**src/rtl/gfpar_pkg.sv**
```systemverilog
// Shared types, constants and the GF(2^8) byte multiply for the parity generator.
// No dependencies.
package gfpar_pkg;

   localparam int WORD_W         = 64;
   localparam int BYTE_W         = 8;
   localparam int MAX_LANES      = 8;
   localparam int ROWS_OUT       = 6;
   localparam int COUNT_W        = 3;
   localparam int LANES_DEF      = 8;
   localparam int MAX_ROWS_DEF   = 6;
   localparam int MIN_ROWS       = 2;

   localparam logic [COUNT_W-1:0] PARITY_COUNT_RESET = 3'd2;
   localparam logic [BYTE_W-1:0]  GF_POLY_LOW        = 8'h1B;

   // coefficients of one disk for rows 1 and up
   typedef logic [ROWS_OUT-1:1][BYTE_W-1:0] coef_set_type;

   // all emitted rows of one result
   typedef logic [ROWS_OUT-1:0][WORD_W-1:0] result_type;

   typedef struct packed {
      logic en;
      logic first;
   } lane_ctrl_type;

   typedef struct packed {
      logic               push;
      logic [COUNT_W-1:0] row_count;
   } merge_ctrl_type;

   // GF(2^8) product, reduction x^8+x^4+x^3+x+1
   function automatic logic [BYTE_W-1:0] gf_mul(input logic [BYTE_W-1:0] a,
                                                input logic [BYTE_W-1:0] b);
      logic [BYTE_W-1:0] x;
      logic [BYTE_W-1:0] acc;
      x   = a;
      acc = '0;
      for (int k = 0; k < BYTE_W; k++) begin
         if (b[k]) begin
            acc = acc ^ x;
         end
         x = {x[BYTE_W-2:0], 1'b0} ^ (x[BYTE_W-1] ? GF_POLY_LOW : '0);
      end
      return acc;
   endfunction

endpackage

```
**src/rtl/gfpar_lane.sv**
```systemverilog
// One byte lane: GF(2^8) multiplies and per-row accumulators for that lane.
// Depends on gfpar_pkg.
module gfpar_lane import gfpar_pkg::*; #(
   parameter int ROWS = MAX_ROWS_DEF
) (
   input  logic                        clock,
   input  logic                        reset,
   input  lane_ctrl_type               ctrl,
   input  logic [BYTE_W-1:0]           data_byte,
   input  coef_set_type                coefs,
   output logic [ROWS-1:0][BYTE_W-1:0] acc_next
);

   logic [ROWS-1:0][BYTE_W-1:0] acc_ff;
   logic [ROWS-1:0][BYTE_W-1:0] acc_in;

   // row 0 is plain XOR
   assign acc_in[0] = ctrl.first ? data_byte : (acc_ff[0] ^ data_byte);

   for (genvar r = 1; r < ROWS; r++) begin : g_row
      assign acc_in[r] = ctrl.first ? data_byte : (acc_ff[r] ^ gf_mul(data_byte, coefs[r]));
   end

   always_ff @(posedge clock) begin
      if (reset) begin
         acc_ff <= '0;
      end else if (ctrl.en) begin
         acc_ff <= acc_in;
      end
   end

   assign acc_next = acc_in;

endmodule

```
**config.mk**
```make
export PLATFORM = sky130hd
export DESIGN_NAME = gfpar_lane
export DESIGN_NICKNAME = d
export VERILOG_FILES = /design/src/rtl/gfpar_pkg.sv /design/src/rtl/gfpar_lane.sv
export SDC_FILE = /design/constraint.sdc
export NUM_CORES = 1
export LEC_CHECK = 0
export ABC_CLOCK_PERIOD_IN_PS = 2000
export BUFFER_PORTS_ARGS = -buffer_cell sky130_fd_sc_hd__buf_2
export CAP_MARGIN = 5
export CELL_PAD_IN_SITES_DETAIL_PLACEMENT = 1
export CELL_PAD_IN_SITES_GLOBAL_PLACEMENT = 2
export CORE_UTILIZATION = 32
export DETAILED_ROUTE_END_ITERATION = 6
export PLACE_DENSITY_LB_ADDON = 0.08
export SLEW_MARGIN = 20
export SYNTH_ARGS = -nofsm -noshare
export SYNTH_HDL_FRONTEND = slang
export SYNTH_SLANG_ARGS = --single-unit
```
**constraint.sdc**
```tcl
create_clock -name clock -period 2 [get_ports clock]
set_input_delay 0.1 -clock clock [delete_from_list [all_inputs] [get_ports clock]]
set_output_delay 0.1 -clock clock [all_outputs]
set_load 0.03 [all_outputs]
```
Word-level counts from Yosys, hierarchy flattened
Index checks and enable logic that the tools add are counted.

storage, ports and cells
  register bits = 48
  output and inout port bits = 48
  logic and storage cells = 107

cells by class
  mux-type cells = 53
  bitwise operators = 48

operators by type and width
  cell                                          count
  8-bit two-way mux                             46
  8-bit bitwise XOR                             42
  8-bit by 5-bit bitwise XOR with 8-bit output  6
  5-bit two-way mux                             7

Depth between registers and ports, before layout
  depth after elaboration = 18
  gate-level depth with buffers = 12
  depth with buffers taken out = 7

Worst setup path after synthesis
Ideal clock, no wire load.

  kind = input -> register
  from = input port data_byte[6]
  to = register acc_ff[43] (netlist name)
  setup time = 0.061 ns
  data arrival time = 2.641 ns
  data required time = 1.939 ns
  slack = -0.702 ns
  stages = 8
  cell sequence = buf_4 -> xor2_1 -> xor3_2 -> nand2_1 -> xnor3_1 -> xnor3_1 -> o21ai_0 -> o21a_1

RTL lines
  element               line              source
  start, declared       gfpar_lane.sv:9   input logic [BYTE_W-1:0] data_byte,
  end signal, assigned  gfpar_lane.sv:28  acc_ff <= acc_in;
  end, declared         gfpar_lane.sv:14  logic [ROWS-1:0][BYTE_W-1:0] acc_ff;

==> results.txt <==
The flow ran to the end, but the final reports show violations. The final reports fail on negative setup slack. The die outline width is around 160 um. The instance count of the mapped netlist is roughly 1100.

Across the VDD grid, the largest voltage drop is 0.423 mV. The top achievable clock speed came out at around 420 MHz. The library cells used most frequently in the layout, excluding fill and tap cells, are 264 x nand2_1, 174 x buf_4, 119 x xnor2_1. The number of H-tree branching levels came out at 2. The overall power is between 9 and 10 mW.

The end point of the worst hold path is acc_ff[7]$_SDFFE_PP0P_. The parity-gate share of the synthesized area counting xor and xnor cells is 0.404. The share of final-layout standard cells stronger than drive strength 1 is 0.427. The number of clock buffers added by TritonCTS is 5.

The arithmetic-cell share of the synthesized area counting full adders, half adders and majority gates came out at 0. The internal power came out at roughly 5.4 mW. Setup repair after global routing could not meet its margin everywhere. The worst-case reg-to-reg path depth is 6. The power share of the sequential group came out at 0.120. The sort of element at the start of the critical path is an input port.

The number of failing hold endpoints at the final stage came to 0. The switching power total is approximately 4.2 mW. The worst pin sits at a relative slew slack of 0.677.

The max-slew violation total from the final report is 0. Summed over all layers, the global routing overflow is 0. The required time at the worst-slack endpoint is between 1500 and 2000 ps. The basic-gate share of the synthesized area counting and, or, nand and nor cells is 0.248. The number of detailed-routing iterations run before antenna repair is 4. The die height is approximately 160 um.

The part of the total power dissipated in combinational logic came out at 0.766. In this run the critical register-to-register path is launched from acc_ff[28]$_SDFFE_PP0P_. Sorting the synthesized cells by area gives the leading types as xnor2_1 18%, xnor3_1 15%, nand2_1 14%. The multiplexer share of the synthesized area came out at 0.0284. The clock sink total is 48. The maximum fanout encountered on the critical timing path came out at 5. The post-synth net total is between 1000 and 1500.

The number of core rows came out at between 50 and 60. The most common library cell in the layout ignoring fill and taps is nand2_1. On the final layout, the worst clock skew is 0 ps. The worst hold path startpoint is data_byte[7].

TritonCTS built the clock tree. The detail-routed via count per cell came out at 5.18. The minimum clock period after layout came out at between 2000 and 2500 ps. Setup violations remaining at the end of the flow were counted as 45.

The number of vias after detailed routing came out at 8430. The max-capacitance violation count came out at 0. The setup total negative slack came out at -9310 ps. After the first detailed-routing iteration, the DRC count stood at 580.

The placer congestion estimate came out at around 0.91. The number of stages on the worst hold path came out at 5. The wire length of the first global-routing pass came out at ~55 mm. The analysis attributes to cell leakage a power of 5.79 nW. The worst endpoint data arrival time is 2250 ps.

The number of different library cells in the post-synthesis netlist came out at 49. The number of warnings issued by yosys is 0. The reg2reg setup slack is 20 ps.

STA classifies the critical path endpoint as an output pin. The via count of the first global-routing pass is 8528. The flip-flop and latch count after synthesis came out at 48. The master cell of the clock root buffer is clkbuf_16. The final routed wire length divided by cell count is ~23 um.

The number of remaining DRC errors came out at 0. The total wirelength of the detailed-routed design is ~37 mm. The share of Yosys cell area claimed by the top area cell type came out at 0.179.

The later pin in the worst-skew pair is clocked with a latency of approximately 310 ps. In this run the tool buffered the top-level ports with 99 buffer cells. For this run, the register share of the synthesized area comes to 0.120. The area growth from synthesis to layout is 50.2%. Of the available clock period, the critical path in the final layout requires 1.18.

The fraction of power spent switching nets is 0.440. Of the total power, the clock network draws 0.113. The min-delay analysis places its worst path in the category input port to flop.

The die area is ~0.026 mm^2. By area, the combinational part of the netlist is dominated by XOR/XNOR gates. 100 I/O pins were placed. The half-perimeter wire length after placement is around 28 mm.

The critical path is of the input port to output pin type. The most area-hungry cell type in the Yosys netlist is xnor2_1. The maximum buffer depth of the clock tree came out at 2. After clock tree synthesis, the clock-pin slew on the worst setup and hold paths is roughly 80 ps. The register with the highest flop count is acc_ff. The antenna diode instance count is 0.

The complex-gate fraction of the synthesized area was 0.140. After floorplanning, the core was sized to cover between 0.02 and 0.025 mm^2. Entering global routing, the biggest net connects between 40 and 50 pins.

The starting density of the core came out at 0.328. The worst reg2reg path endpoint is acc_ff[28]$_SDFFE_PP0P_. The largest registers in the layout are acc_ff: 48 flops.

Dividing total power by cell area gives a power density of between 800 and 900 mW/mm^2. In the global route stage, overall resource usage came out at 0.285. The worst path setup slack after routing is -355 ps. A synthesized cell averages approximately 7.5 um^2. The number of flip-flops under the largest register name came out at 48. The number of nets in the finished design came out at roughly 1400. The remaining antenna violation count after routing is 0.

The slew at the pin with the worst max-slew slack is between 400 and 500 ps. The worst slack at placement came out at -502 ps. The number of antenna violations at the first check in global routing came out at 0. The post-synthesis instance area is ~0.008 mm^2.
-- final cells by class --
class / instances / area (um^2)
well taps: 324 / 405
clock buffers: 5 / 125
multi-input cells: 922 / 7680
clock inverters: 3 / 47.5
fillers: 2902 / 12400
inverters: 7 / 31.3
flip-flops and latches: 48 / 971
repair buffers: 319 / 2780
-- power groups by stage --
stage          Combinational [mW]  Clock (mW)  Sequential, mW
2_1_floorplan                4.45           0            1.15
3_3_place_gp                 6.03           0            1.17
3_5_place_dp                 6.08           0            1.18
4_1_cts                      7.03        1.13            1.16
5_1_grt                      7.80        1.15            1.18
6_report                     7.38        1.09            1.16
-- synth_stat cells, drive strengths merged --
| master | instances |
|---|---|
| nor4 | 5 |
| a2111oi | 1 |
| a211oi | 5 |
| a211o | 3 |
| nand3 | 21 |
| a311oi | 5 |
| xor2 | 42 |
| xnor3 | 52 |
| mux2i | 7 |
| xor3 | 9 |
| xnor2 | 165 |
| buf | 41 |
| o31a | 3 |
| o211a | 25 |
| and3 | 3 |
| o22ai | 5 |
| a31o | 3 |
| o21ai | 28 |
| o211ai | 7 |
| nor2 | 77 |
| o21a | 14 |
| clkinv | 2 |
| inv | 5 |
| a22oi | 6 |
| a21oi | 35 |
| nand2b | 22 |
| clkbuf | 58 |
| nor2b | 7 |
| o221a | 2 |
| mux2 | 14 |
| a32oi | 3 |
| nand2 | 302 |
| nor3 | 12 |
| or3 | 5 |
| or2 | 22 |
| o22a | 1 |
| dfxtp | 48 |
| o221ai | 9 |
-- repair_timing --
action	CTS	global route
pin swaps	77	74
endpoints found under the setup margin	51	58
resized for setup	189	84
gates cloned	2	0
setup buffers	30	21
hold buffers	0	0
-- metrics by stage --
step | hold WS, ps | util | cell area (um^2) | std cells
final | 289 | 0.492 | 12000 | 1628
after global routing | 339 | 0.492 | 12000 | 1628
after CTS | 289 | 0.469 | 11500 | 1608
after detailed placement | 467 | 0.418 | 10200 | 1570
after global placement | 464 | 0.418 | 10200 | 1570
after floorplan | 446 | - | 8440 | 1074
-- logic make-up (layout without fill, tap and decap cells) --
logic type | Yosys count | after routing
flip-flops | 48 | 48
AO/OA/AOI/OAI | 155 | 155
multiplexers | 21 | 21
AND/OR/NAND/NOR | 476 | 476
XOR/XNOR | 268 | 270
buffers and inverters | 106 | 334
-- critical path, stage by stage --
cell	delay [ps]
buf_8	80
buf_12	90
xor3_2	500
buf_4	170
nand2_1	70
xor2_1	150
xnor3_2	390
mux2i_2	210
nor4_4	260
nand2_2	80
buf_6	140
-- how the worst max path moves through the flow --
stage,startpoint,endpoint,depth (start not counted)
floorplan,data_byte[0],acc_ff[11]$_SDFFE_PP0P_,9
global placement,data_byte[4],acc_next[35],10
detailed placement,data_byte[4],acc_next[27],10
CTS,data_byte[6],acc_next[12],10
global route,data_byte[6],acc_next[36],10
finish,data_byte[5],acc_next[12],11
-- metal layers --
| metal | GRT usage | wire (um) | up-vias |
|---|---|---|---|
| li1 | - | - | 3983 |
| met1 | 0.380 | 16900 | 4220 |
| met2 | 0.499 | 18100 | 178 |
| met3 | 0.0218 | 953 | 49 |
| met4 | 0.0636 | 906 | 0 |
| met5 | 0 | 0 | - |
Power figures use the tool's default switching activity.
